File: src/design/gq_pkg.sv
// ----------------------------------------------------------------------------
// gq_pkg: shared types and constants for the GELU / bucket-index packer
// Item structs, queue entry, divider handshake and fixed-point constants.
// ----------------------------------------------------------------------------
package gq_pkg;

	localparam int SAMPLE_W   = 16;
	localparam int IDX_BITS_W = 2;
	localparam int MAX_IBITS  = 3;
	localparam int NBOUND     = (1 << MAX_IBITS) - 1;
	localparam int CFG_IDX_W  = 3;
	localparam int FIFO_DEPTH = 4;
	localparam int FIFO_AW    = $clog2(FIFO_DEPTH);

	// Configuration register indexes
	localparam logic [CFG_IDX_W-1:0] CFG_INDEX_BITS = 3'd0;
	localparam logic [CFG_IDX_W-1:0] CFG_BOUNDARY_0 = 3'd1;

	// Divider widths
	localparam int DIV_NUM_W = 61;
	localparam int DIV_DEN_W = 34;
	localparam int DIV_QUO_W = 31;
	localparam int DIV_CNT_W = 6;

	// Q30 constants
	localparam logic [32:0] P_Q30          = 33'd248723596;
	localparam logic [32:0] LOG2E_Q30      = 33'd1549082005;
	localparam logic [32:0] LN2_Q30        = 33'd744261118;
	localparam logic [32:0] INVSQRT2PI_Q30 = 33'd428361012;
	localparam logic signed [34:0] B1_Q30 = 35'sd342933307;
	localparam logic signed [34:0] B2_Q30 = -35'sd382857446;
	localparam logic signed [34:0] B3_Q30 = 35'sd1912847369;
	localparam logic signed [34:0] B4_Q30 = -35'sd1955558716;
	localparam logic signed [34:0] B5_Q30 = 35'sd1428371292;

	typedef struct packed {
		logic signed [SAMPLE_W-1:0] sample;
		logic                       final_sample;
	} smp_item_t;

	typedef struct packed {
		logic signed [SAMPLE_W-1:0] activation;
		logic [15:0]                packed_bytes;
		logic [1:0]                 byte_count;
		logic                       final_result;
	} res_item_t;

	typedef struct packed {
		logic signed [SAMPLE_W-1:0] sample;
		logic [15:0]                packed_bytes;
		logic [1:0]                 byte_count;
		logic                       final_flag;
	} q_entry_t;

	typedef struct packed {
		logic                 start;
		logic [DIV_NUM_W-1:0] num;
		logic [DIV_DEN_W-1:0] den;
		logic [DIV_CNT_W-1:0] iters;
	} div_req_t;

	typedef struct packed {
		logic                 busy;
		logic                 done;
		logic [DIV_QUO_W-1:0] quo;
	} div_rsp_t;

endpackage

File: src/design/gq_fifo.sv
// ----------------------------------------------------------------------------
// gq_fifo: small queue between front and back
// Holds classified items so the front and the GELU engine stall independently.
// ----------------------------------------------------------------------------
module gq_fifo (
	input  logic              clk,
	input  logic              arst_n,
	input  logic              push,
	input  gq_pkg::q_entry_t  push_entry,
	input  logic              pop,
	output gq_pkg::q_entry_t  pop_entry,
	output logic              full,
	output logic              empty
);
	import gq_pkg::*;

	q_entry_t             mem_q [FIFO_DEPTH];
	logic [FIFO_AW-1:0]   wr_ptr_q;
	logic [FIFO_AW-1:0]   rd_ptr_q;
	logic [FIFO_AW:0]     count_q;

	assign full      = (count_q == (FIFO_AW+1)'(FIFO_DEPTH));
	assign empty     = (count_q == '0);
	assign pop_entry = mem_q[rd_ptr_q];

	always_ff @(posedge clk) begin
		if (push) begin
			mem_q[wr_ptr_q] <= push_entry;
		end
	end

	always_ff @(posedge clk or negedge arst_n) begin
		if (!arst_n) begin
			wr_ptr_q <= '0;
			rd_ptr_q <= '0;
			count_q  <= '0;
		end else begin
			if (push) begin
				wr_ptr_q <= wr_ptr_q + 1'b1;
			end
			if (pop) begin
				rd_ptr_q <= rd_ptr_q + 1'b1;
			end
			case ({push, pop})
				2'b10:   count_q <= count_q + 1'b1;
				2'b01:   count_q <= count_q - 1'b1;
				default: count_q <= count_q;
			endcase
		end
	end

	a_count_bound: assert property (@(posedge clk) disable iff (!arst_n)
		count_q <= (FIFO_AW+1)'(FIFO_DEPTH)) else $error("queue overfilled");
	a_no_push_full: assert property (@(posedge clk) disable iff (!arst_n)
		full |-> !push) else $error("push into full queue");
	a_no_pop_empty: assert property (@(posedge clk) disable iff (!arst_n)
		empty |-> !pop) else $error("pop from empty queue");

endmodule

File: src/design/gq_front.sv
// ----------------------------------------------------------------------------
// gq_front: config registers, bucket index and bit packing
// Accepts sample items, counts boundaries below the sample, packs indices
// LSB-first into bytes and pushes the classified item into the queue.
// ----------------------------------------------------------------------------
module gq_front (
	input  logic                                 clk,
	input  logic                                 arst_n,
	input  logic                                 cfg_we,
	input  logic [gq_pkg::CFG_IDX_W-1:0]         cfg_index,
	input  logic [gq_pkg::SAMPLE_W-1:0]          cfg_data,
	input  logic                                 smp_valid,
	output logic                                 smp_ready,
	input  gq_pkg::smp_item_t                    smp_item,
	output logic                                 push,
	output gq_pkg::q_entry_t                     push_entry,
	input  logic                                 full
);
	import gq_pkg::*;

	logic [IDX_BITS_W-1:0]      index_bits_q;
	logic signed [SAMPLE_W-1:0] boundary_q [NBOUND];
	logic [7:0]                 pending_q;
	logic [2:0]                 offset_q;

	logic [1:0]  bits;
	logic [2:0]  ix;
	logic [10:0] word;
	logic [3:0]  off_n;
	logic [15:0] bytes;
	logic [1:0]  cnt;
	logic [7:0]  pend_n;
	logic [2:0]  boff_n;
	logic [NBOUND-1:0] below;

	assign smp_ready = !full;
	assign push      = smp_valid && smp_ready;

	always_comb begin
		case (index_bits_q)
			2'd0:    bits = 2'd1;
			default: bits = index_bits_q;
		endcase
		for (int k = 0; k < NBOUND; k++) begin
			below[k] = (k < ((1 << bits) - 1)) && (boundary_q[k] < smp_item.sample);
		end
		ix = '0;
		for (int k = 0; k < NBOUND; k++) begin
			ix = ix + {2'b0, below[k]};
		end

		word   = {3'b0, pending_q} | ({8'b0, ix} << offset_q);
		off_n  = {1'b0, offset_q} + {2'b0, bits};
		bytes  = '0;
		cnt    = '0;
		if (off_n >= 4'd8) begin
			bytes = {8'b0, word[7:0]};
			cnt   = 2'd1;
			word  = word >> 8;
			off_n = off_n - 4'd8;
		end
		pend_n = word[7:0];
		boff_n = off_n[2:0];
		if (smp_item.final_sample && (boff_n != '0)) begin
			if (cnt == 2'd1) begin
				bytes[15:8] = pend_n;
			end else begin
				bytes[7:0] = pend_n;
			end
			cnt = cnt + 2'd1;
		end
		if (smp_item.final_sample) begin
			pend_n = '0;
			boff_n = '0;
		end
	end

	assign push_entry.sample       = smp_item.sample;
	assign push_entry.packed_bytes = bytes;
	assign push_entry.byte_count   = cnt;
	assign push_entry.final_flag   = smp_item.final_sample;

	always_ff @(posedge clk or negedge arst_n) begin
		if (!arst_n) begin
			index_bits_q <= 2'd1;
			boundary_q[0] <= '0;
			for (int k = 1; k < NBOUND; k++) begin
				boundary_q[k] <= 16'sh7fff;
			end
			pending_q <= '0;
			offset_q  <= '0;
		end else begin
			if (cfg_we) begin
				if (cfg_index == CFG_INDEX_BITS) begin
					index_bits_q <= cfg_data[IDX_BITS_W-1:0];
				end else begin
					boundary_q[cfg_index - CFG_BOUNDARY_0] <= cfg_data;
				end
			end
			if (push) begin
				pending_q <= pend_n;
				offset_q  <= boff_n;
			end
		end
	end

	a_two_bytes_final: assert property (@(posedge clk) disable iff (!arst_n)
		(push && push_entry.byte_count == 2'd2) |-> push_entry.final_flag)
		else $error("two bytes without final");
	a_final_clears: assert property (@(posedge clk) disable iff (!arst_n)
		(push && smp_item.final_sample) |=> (offset_q == '0 && pending_q == '0))
		else $error("final did not clear packing state");

endmodule

File: src/design/gq_div.sv
// ----------------------------------------------------------------------------
// gq_div: restoring divider, one quotient bit per cycle
// Consumes numerator bits from the MSB for a given number of iterations.
// ----------------------------------------------------------------------------
module gq_div (
	input  logic              clk,
	input  logic              arst_n,
	input  gq_pkg::div_req_t  req,
	output gq_pkg::div_rsp_t  rsp
);
	import gq_pkg::*;

	logic [DIV_NUM_W-1:0] num_q;
	logic [DIV_DEN_W-1:0] den_q;
	logic [DIV_DEN_W-1:0] rem_q;
	logic [DIV_QUO_W-1:0] quo_q;
	logic [DIV_CNT_W-1:0] cnt_q;
	logic                 busy_q;
	logic                 done_q;

	logic [DIV_DEN_W:0]   trial;
	logic [DIV_DEN_W:0]   diff;
	logic                 qbit;

	assign trial = {rem_q, num_q[DIV_NUM_W-1]};
	assign diff  = trial - {1'b0, den_q};
	assign qbit  = (trial >= {1'b0, den_q});

	assign rsp.busy = busy_q;
	assign rsp.done = done_q;
	assign rsp.quo  = quo_q;

	always_ff @(posedge clk) begin
		if (req.start) begin
			num_q <= req.num;
			den_q <= req.den;
			rem_q <= '0;
			quo_q <= '0;
		end else if (busy_q) begin
			num_q <= num_q << 1;
			rem_q <= qbit ? diff[DIV_DEN_W-1:0] : trial[DIV_DEN_W-1:0];
			quo_q <= {quo_q[DIV_QUO_W-2:0], qbit};
		end
	end

	always_ff @(posedge clk or negedge arst_n) begin
		if (!arst_n) begin
			busy_q <= 1'b0;
			done_q <= 1'b0;
			cnt_q  <= '0;
		end else begin
			done_q <= 1'b0;
			if (req.start) begin
				busy_q <= 1'b1;
				cnt_q  <= req.iters;
			end else if (busy_q) begin
				cnt_q <= cnt_q - 1'b1;
				if (cnt_q == DIV_CNT_W'(1)) begin
					busy_q <= 1'b0;
					done_q <= 1'b1;
				end
			end
		end
	end

	a_start_idle: assert property (@(posedge clk) disable iff (!arst_n)
		req.start |-> !busy_q) else $error("divider restarted while busy");
	a_done_after_busy: assert property (@(posedge clk) disable iff (!arst_n)
		$rose(done_q) |-> $past(busy_q)) else $error("done without work");

endmodule

File: src/design/gq_back.sv
// ----------------------------------------------------------------------------
// gq_back: sequenced GELU engine and result register
// One shared 33x33 multiplier with registered product, a shared divider for
// the rational term and the Taylor steps, then rounding and saturation.
// ----------------------------------------------------------------------------
module gq_back (
	input  logic              clk,
	input  logic              arst_n,
	input  logic              empty,
	output logic              pop,
	input  gq_pkg::q_entry_t  pop_entry,
	output logic              res_valid,
	input  logic              res_ready,
	output gq_pkg::res_item_t res_item
);
	import gq_pkg::*;

	typedef enum logic [20:0] {
		S_IDLE    = 21'b1 << 0,
		S_PD      = 21'b1 << 1,
		S_DSET    = 21'b1 << 2,
		S_TDIV    = 21'b1 << 3,
		S_HMUL    = 21'b1 << 4,
		S_HADD    = 21'b1 << 5,
		S_AA      = 21'b1 << 6,
		S_W       = 21'b1 << 7,
		S_WSET    = 21'b1 << 8,
		S_G       = 21'b1 << 9,
		S_GSET    = 21'b1 << 10,
		S_TMUL    = 21'b1 << 11,
		S_TDIVS   = 21'b1 << 12,
		S_TWAIT   = 21'b1 << 13,
		S_E       = 21'b1 << 14,
		S_PHI     = 21'b1 << 15,
		S_PHISET  = 21'b1 << 16,
		S_TAILM   = 21'b1 << 17,
		S_TAILSET = 21'b1 << 18,
		S_MM      = 21'b1 << 19,
		S_MSET    = 21'b1 << 20
	} eng_state_t;

	function automatic logic signed [34:0] horner_coef(input logic [2:0] i);
		case (i)
			3'd0:    return B4_Q30;
			3'd1:    return B3_Q30;
			3'd2:    return B2_Q30;
			3'd3:    return B1_Q30;
			default: return '0;
		endcase
	endfunction

	eng_state_t state_q;
	q_entry_t   ent_q;
	logic [15:0] a_q;
	logic [65:0] prod_q;
	logic [30:0] t_q;
	logic signed [34:0] s_q;
	logic [2:0]  hcnt_q;
	logic [8:0]  n_q;
	logic [29:0] f_q;
	logic [30:0] g_q;
	logic [30:0] acc_q;
	logic [3:0]  k_q;
	logic [30:0] e_q;
	logic [32:0] v_q;
	logic        res_valid_q;
	res_item_t   res_q;

	logic [32:0] mul_a;
	logic [32:0] mul_b;
	logic [65:0] rnd_sum;
	logic [35:0] rnd30;
	logic [34:0] s_mag;
	logic signed [34:0] r_s;
	logic signed [34:0] s_next;
	logic [33:0] d_val;
	logic [65:0] y_sum;
	logic [30:0] y_val;
	logic [38:0] w_val;
	logic [31:0] e_val;
	logic [4:0]  sh;
	logic [17:0] m_val;
	logic signed [18:0] y_full;
	logic signed [15:0] y_sat;
	logic        out_free;
	logic        load;
	div_req_t    dreq;
	div_rsp_t    drsp;

	gq_div u_div (
		.clk    (clk),
		.arst_n (arst_n),
		.req    (dreq),
		.rsp    (drsp)
	);

	assign pop      = (state_q == S_IDLE) && !empty;
	assign out_free = !res_valid_q || res_ready;
	assign load     = (state_q == S_MSET) && out_free;

	// round-to-nearest of a Q30 product
	assign rnd_sum = prod_q + (66'd1 << 29);
	assign rnd30   = rnd_sum[65:30];
	assign s_mag   = s_q[34] ? 35'(-s_q) : 35'(s_q);
	assign r_s     = $signed({1'b0, rnd30[33:0]});

	always_comb begin
		case (state_q)
			S_PD:    begin mul_a = {17'b0, a_q};   mul_b = P_Q30;          end
			S_HMUL:  begin mul_a = s_mag[32:0];    mul_b = {2'b0, t_q};    end
			S_AA:    begin mul_a = {17'b0, a_q};   mul_b = {17'b0, a_q};   end
			S_W:     begin mul_a = prod_q[32:0];   mul_b = LOG2E_Q30;      end
			S_G:     begin mul_a = {3'b0, f_q};    mul_b = LN2_Q30;        end
			S_TMUL:  begin mul_a = {2'b0, g_q};    mul_b = {2'b0, acc_q};  end
			S_PHI:   begin mul_a = {2'b0, e_q};    mul_b = INVSQRT2PI_Q30; end
			S_TAILM: begin mul_a = v_q;            mul_b = s_q[32:0];      end
			// product held while the finished result waits for the output
			S_MM, S_MSET: begin mul_a = {17'b0, a_q}; mul_b = v_q;         end
			default: begin mul_a = '0;             mul_b = '0;             end
		endcase
	end

	always_comb begin
		s_next = horner_coef(hcnt_q) + (s_q[34] ? -r_s : r_s);
		d_val  = 34'(34'd1 << 30) + 34'((prod_q[43:0] + 44'd2048) >> 12);
		y_sum  = prod_q + ({62'b0, k_q} << 29);
		y_val  = y_sum[60:30];
		w_val  = 39'((prod_q + (66'd1 << 24)) >> 25);
		sh     = n_q[4:0];
		if (n_q == '0) begin
			e_val = {1'b0, acc_q};
		end else if (n_q <= 9'd31) begin
			e_val = ({1'b0, acc_q} + (32'd1 << (sh - 5'd1))) >> sh;
		end else begin
			e_val = '0;
		end
		m_val  = rnd30[17:0];
		if (ent_q.sample[15]) begin
			y_full = -$signed({1'b0, m_val});
		end else begin
			y_full = $signed({3'b0, a_q}) - $signed({1'b0, m_val});
		end
		if (y_full > 19'sd32767) begin
			y_sat = 16'sh7fff;
		end else if (y_full < -19'sd32768) begin
			y_sat = 16'sh8000;
		end else begin
			y_sat = y_full[15:0];
		end

		dreq = '0;
		if (state_q == S_DSET) begin
			dreq.start = 1'b1;
			dreq.num   = (61'd1 << 60) + {27'b0, d_val >> 1};
			dreq.den   = d_val;
			dreq.iters = DIV_CNT_W'(61);
		end else if (state_q == S_TDIVS) begin
			dreq.start = 1'b1;
			dreq.num   = {y_val, 30'b0};
			dreq.den   = {30'b0, k_q};
			dreq.iters = DIV_CNT_W'(31);
		end
	end

	always_ff @(posedge clk) begin
		prod_q <= mul_a * mul_b;
		if (pop) begin
			ent_q <= pop_entry;
			a_q   <= pop_entry.sample[15] ? 16'(-pop_entry.sample) : 16'(pop_entry.sample);
		end
		case (state_q)
			S_TDIV: begin
				t_q    <= drsp.quo;
				s_q    <= B5_Q30;
				hcnt_q <= '0;
			end
			S_HADD: begin
				hcnt_q <= hcnt_q + 3'd1;
				if (hcnt_q == 3'd4 && s_next < 0) begin
					s_q <= '0;
				end else begin
					s_q <= s_next;
				end
			end
			S_WSET: begin
				n_q <= w_val[38:30];
				f_q <= w_val[29:0];
			end
			S_GSET: begin
				g_q   <= rnd30[30:0];
				acc_q <= 31'd1 << 30;
				k_q   <= 4'd10;
			end
			S_TWAIT: begin
				if (drsp.done) begin
					acc_q <= (31'd1 << 30) - drsp.quo;
					k_q   <= k_q - 4'd1;
				end
			end
			S_E:       e_q <= e_val[30:0];
			S_PHISET:  v_q <= rnd30[32:0];
			S_TAILSET: v_q <= rnd30[32:0];
			default: ;
		endcase
		if (load) begin
			res_q.activation   <= y_sat;
			res_q.packed_bytes <= ent_q.packed_bytes;
			res_q.byte_count   <= ent_q.byte_count;
			res_q.final_result <= ent_q.final_flag;
		end
	end

	always_ff @(posedge clk or negedge arst_n) begin
		if (!arst_n) begin
			state_q     <= S_IDLE;
			res_valid_q <= 1'b0;
		end else begin
			if (load) begin
				res_valid_q <= 1'b1;
			end else if (res_ready) begin
				res_valid_q <= 1'b0;
			end
			case (state_q)
				S_IDLE:    if (!empty) state_q <= S_PD;
				S_PD:      state_q <= S_DSET;
				S_DSET:    state_q <= S_TDIV;
				S_TDIV:    if (drsp.done) state_q <= S_HMUL;
				S_HMUL:    state_q <= S_HADD;
				S_HADD:    state_q <= (hcnt_q == 3'd4) ? S_AA : S_HMUL;
				S_AA:      state_q <= S_W;
				S_W:       state_q <= S_WSET;
				S_WSET:    state_q <= S_G;
				S_G:       state_q <= S_GSET;
				S_GSET:    state_q <= S_TMUL;
				S_TMUL:    state_q <= S_TDIVS;
				S_TDIVS:   state_q <= S_TWAIT;
				S_TWAIT: begin
					if (drsp.done) begin
						state_q <= (k_q == 4'd1) ? S_E : S_TMUL;
					end
				end
				S_E:       state_q <= S_PHI;
				S_PHI:     state_q <= S_PHISET;
				S_PHISET:  state_q <= S_TAILM;
				S_TAILM:   state_q <= S_TAILSET;
				S_TAILSET: state_q <= S_MM;
				S_MM:      state_q <= S_MSET;
				S_MSET:    if (out_free) state_q <= S_IDLE;
				default:   state_q <= S_IDLE;
			endcase
		end
	end

	assign res_valid = res_valid_q;
	assign res_item  = res_q;

	a_pop_idle: assert property (@(posedge clk) disable iff (!arst_n)
		pop |-> (state_q == S_IDLE)) else $error("pop outside idle");
	a_load_shows: assert property (@(posedge clk) disable iff (!arst_n)
		load |=> res_valid_q) else $error("result lost");
	a_div_wait: assert property (@(posedge clk) disable iff (!arst_n)
		(state_q == S_TWAIT || state_q == S_TDIV) && !drsp.done |-> drsp.busy)
		else $error("waiting on idle divider");

endmodule

File: src/design/gelu_quantize_bitpack.sv
// ----------------------------------------------------------------------------
// gelu_quantize_bitpack: GELU in Q3.12 with bucket-index bit packing
// The GELU engine sequence sets the item rate, dominated by ten Taylor
//   steps each waiting on the divider and the divide for the rational term;
//   the engine takes a new item only once the last is in the result register.
// Reset (arst_n low, asynchronous): queue empty, packing state zero,
//   index_bits 1, boundary_0 0, other boundaries 32767.
// ----------------------------------------------------------------------------
module gelu_quantize_bitpack (
	input  logic                          clk,
	input  logic                          arst_n,
	// configuration write port
	input  logic                          cfg_we,
	input  logic [gq_pkg::CFG_IDX_W-1:0]  cfg_index,
	input  logic [gq_pkg::SAMPLE_W-1:0]   cfg_data,
	// sample items in
	input  logic                          smp_valid,
	output logic                          smp_ready,
	input  gq_pkg::smp_item_t             smp_item,
	// result items out
	output logic                          res_valid,
	input  logic                          res_ready,
	output gq_pkg::res_item_t             res_item
);
	import gq_pkg::*;

	// Front: classification and packing happen at accept time, so packing
	// state is always current and the item only waits for its activation.
	logic     push;
	q_entry_t push_entry;
	logic     full;
	logic     pop;
	q_entry_t pop_entry;
	logic     empty;

	gq_front u_front (
		.clk        (clk),
		.arst_n     (arst_n),
		.cfg_we     (cfg_we),
		.cfg_index  (cfg_index),
		.cfg_data   (cfg_data),
		.smp_valid  (smp_valid),
		.smp_ready  (smp_ready),
		.smp_item   (smp_item),
		.push       (push),
		.push_entry (push_entry),
		.full       (full)
	);

	// Queue decouples the front, which packs each sample as it is accepted, from the slow engine.
	gq_fifo u_fifo (
		.clk        (clk),
		.arst_n     (arst_n),
		.push       (push),
		.push_entry (push_entry),
		.pop        (pop),
		.pop_entry  (pop_entry),
		.full       (full),
		.empty      (empty)
	);

	// Back: GELU engine; its result register lets the next item start while
	// a finished result waits downstream.
	gq_back u_back (
		.clk       (clk),
		.arst_n    (arst_n),
		.empty     (empty),
		.pop       (pop),
		.pop_entry (pop_entry),
		.res_valid (res_valid),
		.res_ready (res_ready),
		.res_item  (res_item)
	);

endmodule
File: config.mk
export PLATFORM = sky130hd
export DESIGN_NAME = gelu_quantize_bitpack
export DESIGN_NICKNAME = d
export VERILOG_FILES = /design/src/design/gq_pkg.sv /design/src/design/gq_fifo.sv /design/src/design/gq_front.sv /design/src/design/gq_div.sv /design/src/design/gq_back.sv /design/src/design/gelu_quantize_bitpack.sv
export SDC_FILE = /design/constraint.sdc
export NUM_CORES = 2
export LEC_CHECK = 0
export BUFFER_PORTS_ARGS = -buffer_cell sky130_fd_sc_hd__buf_2
export CORE_MARGIN = 2
export CORE_UTILIZATION = 30
export DETAILED_ROUTE_END_ITERATION = 12
export PLACE_DENSITY = 0.42
export SYNTH_ARGS = -nofsm -noshare
export SYNTH_HDL_FRONTEND = slang
export SYNTH_SLANG_ARGS = --single-unit
File: constraint.sdc
create_clock -name clk -period 28.2 [get_ports clk]
set_input_delay 2.82 -clock clk [delete_from_list [all_inputs] [get_ports clk]]
set_output_delay 2.82 -clock clk [all_outputs]
set_load 0.1 [all_outputs]
==> flow_metrics.tcl <==
set metrics [dict create \
    cts-htree-levels 3 \
    grt_max_degree 76 \
    place.gp.congestion 0.947 \
    status "completed" \
    r2r_setup_slack_ns 15.55 \
    finalSetupViolCount 0 \
    synth_cells 8197 \
    tritoncts "built" \
    synth_warnings 0 \
    place_area_mm2 0.0853 \
    clockRootBuffer "clkbuf_16" \
    tns_ns 0 \
    dieArea_mm2 0.272 \
    ctsHoldBuffers 0 \
    syn_avg_cell_area_um2 9.81 \
    crit_arrival_ns 13.31 \
    finalHoldViolations 0 \
    maxCapViolations 0 \
    finalCriticalPeriod_ns 12.65 \
    fp.dieW_um 522 \
    fillers 27600 \
    crit_path_top_delay_cell "nand4_1" \
    fin_area_mm2 0.0887 \
    cts_resized 0 \
    grt-ovfl-total 0 \
    reg2reg_from "u_back.state_q[10]" \
    cp_max_fo 42 \
    max_freq_mhz 79.1 \
    vias 61300 \
    syn_area_mm2 0.0804 \
    rsz0062_at_grt "no" \
    route.antenna.remaining_nets 0 \
    area_growth_pct 10.4 \
    worstHoldStart "u_back.ent_q[4]" \
    drc_errors 0 \
    r2r_end "u_back.prod_q[60]" \
    cp_top_family "adder cells" \
    rr_worst_depth 38 \
    drt-initial-drc-count 5893 \
    ys.flop_type "edfxtp_1" \
    totalWireLength_um 309000 \
    cpPeakStageDelay_ns 0.76 \
    hold_class "reg -> reg" \
    post_cts_buffers 0 \
    p_total_uw 5570 \
    p_per_area_mw_per_mm2 62.7 \
    grt_usage 0.227 \
    critPathRequiredTime_ns 28.86 \
    p_leak_uw 0.0394 \
    cts_buffer_depth 3 \
    fin_worst_skew_ns 0.0759 \
    path_class "reg -> reg" \
    insertion_delay_ns 0.78 \
    grt_pass1_vias 63700 \
    finish.net_count 9667 \
    endpoint_kind "flop" \
    slew_headroom 0.0892 \
    whs_endpoint "u_back.res_item[4]" \
    firstDrtPassIters 10 \
    synth_cell_types 100 \
    irDropWorstVdd_mv 0.0581 \
    critPathLaunchType "flop" \
    initial_core_util 0.301 \
    core_area_mm2 0.267 \
    setup_ws_ns 15.55 \
    antenna_found_initial 22 \
    crit_top_cell "fa_1" \
    post_drt_wl_per_cell_um 26.2 \
    postSynth.asyncResetShare 0.194 \
    min_path_cells 0 \
    yosysSeqAreaShare 0.286 \
    numCtsBuffers 100 \
    via_per_inst 5.19 \
    period_share 0.449 \
    critPathBufInv 8 \
    clk_pin_slew_ns 0.06 \
    grt_pass1_wl_um 449000 \
    max_slew.worst_pin.slew_ns 1.37 \
    placementRows 190 \
    place_hpwl_um 233000 \
    slew_violations 0 \
    fp.dieH_um 522 \
    clock_sinks 833 \
    drive_gt1_frac 0.0948 \
    port_buffers 77 \
    startpoint "u_back.state_q[10]" \
    postSynthRegisterBits 833 \
    dp.cells 11600 \
    post-place-ws_ns 15.61 \
    ios 78 \
    synth_edf_count 542 \
    final_cells 11800 \
]
-- cell usage after synthesis, types with 70 or more instances --
library cell / n / area [um^2]
nor2_1: 696 / 2610
mux2i_1: 83 / 831
xnor2_1: 223 / 1950
o21ai_0: 244 / 1220
a21o_1: 183 / 1370
ha_1: 500 / 6260
clkbuf_1: 350 / 1310
mux2_2: 135 / 1520
dfrtp_1: 70 / 1750
edfxtp_1: 542 / 16300
dfxtp_1: 129 / 2580
inv_1: 1271 / 4770
and2_1: 86 / 538
nand2_1: 1031 / 3870
dfstp_2: 92 / 2420
xor2_1: 184 / 1610
nand3_1: 127 / 636
fa_1: 967 / 19400
a21oi_1: 237 / 1190
nor3_1: 72 / 360
-- sequential cells by signal, summed over array words and instances, names as in the netlist, 8 cells and up --
signal	count
u_back.prod_q	64
u_back.ent_q	20
u_back.e_q	31
u_back.res_item	35
u_back.u_div.rem_q	34
u_front.pending_q	8
u_back.v_q	33
u_back.n_q	9
u_back.s_q	34
u_fifo.mem_q	140
u_back.a_q	16
u_back.acc_q	31
u_back.u_div.num_q	61
u_back.u_div.quo_q	31
u_back.state_q	21
u_front.boundary_q	112
u_back.g_q	31
u_back.f_q	30
u_back.u_div.den_q	33
u_back.t_q	31
-- area by class of cell --
type                       instances  area (um^2)  share of cell area
clock inverter                    48          621             0.00699
antenna                            3         7.51           0.0000846
timing repair buffer             243         1640              0.0185
sequential                       833        23000               0.260
tap                             3552         4440              0.0501
clock buffer                     140         2820              0.0318
multi-input combinational       5706        51400               0.579
inverter                        1275         4790              0.0539
-- power breakdown --
| part | internal [uW] | switching (uW) | total (uW) |
|---|---|---|---|
| registers | 1690 | 271 | 1960 |
| clock network | 781 | 577 | 1360 |
| logic | 817 | 1430 | 2250 |
| total | 3280 | 2280 | 5570 |
-- cell usage in the layout (no fill, tap or decap), drive strengths merged, types with 33 or more instances in the layout --
cell type | netlist | routed
inv | 1274 | 1278
nand2 | 1031 | 1031
fa | 967 | 967
nor2 | 696 | 696
edfxtp | 542 | 542
ha | 500 | 500
o21ai | 251 | 251
buf | 56 | 243
a21oi | 238 | 238
xnor2 | 224 | 224
xor2 | 186 | 186
a21o | 183 | 183
clkbuf | 350 | 140
mux2 | 135 | 135
dfxtp | 129 | 129
nand3 | 128 | 128
dfstp | 92 | 92
and2 | 86 | 86
mux2i | 83 | 83
nor3 | 72 | 72
dfrtp | 70 | 70
nor2b | 58 | 58
a22oi | 56 | 56
a222oi | 56 | 56
and3 | 56 | 56
nand4 | 55 | 55
nand2b | 52 | 52
a211oi | 45 | 45
mux4 | 38 | 38
or3 | 38 | 38
o31ai | 34 | 34
clkinv | 1 | 33
-- layer usage --
layer  vias to the layer above  wire length [um]  track usage
met2                      2258            146000        0.376
met4                         6             16800        0.104
met5                         -                49            0
met3                       544             20700       0.0372
li1                      26900                 -            -
met1                     31600            126000        0.289
-- cells by family (layout without fill, tap and decap cells) --
kind of cell	count (synthesis)	in the layout	share of synthesized area
xor+xnor	410	410	0.0451
simple gates	2408	2408	0.134
buf+inv	1681	1706	0.0791
flops	833	833	0.286
fa+ha+maj	1468	1468	0.319
mux	256	256	0.0399
compound gates	1140	1140	0.0971
other cells	1	27	0.0000467
-- worst register-to-register path, delay by kind of cell (launching register included) --
kind	cells	cell delay (ns)
AOI/OAI and AO/OA	8	2.53
DFF	1	0.42
buffers and inverters	8	1.40
xor gates and xnor gates	1	0.13
adders and majority gates	9	4.60
and+or+nand+nor	12	3.49
-- through the flow --
stage / hold slack [ns] / util
2_1_floorplan: 0.400 / -
3_3_place_gp: 0.403 / 0.319
3_5_place_dp: 0.405 / 0.319
4_1_cts: 0.411 / 0.332
5_1_grt: 0.425 / 0.332
6_report: 0.410 / 0.332
-- worst max-delay path by stage --
stage | to | slack [ns] | cells past startpoint
after global placement | u_back.prod_q[60] | 15.74 | 37
after CTS | u_back.prod_q[60] | 15.60 | 37
after global routing | u_back.prod_q[60] | 14.76 | 40
after floorplan | u_back.prod_q[63] | 17.42 | 43
final | u_back.prod_q[60] | 15.55 | 38
after detailed placement | u_back.prod_q[60] | 15.61 | 37
No activity file was read; power rests on OpenSTA's default activity.
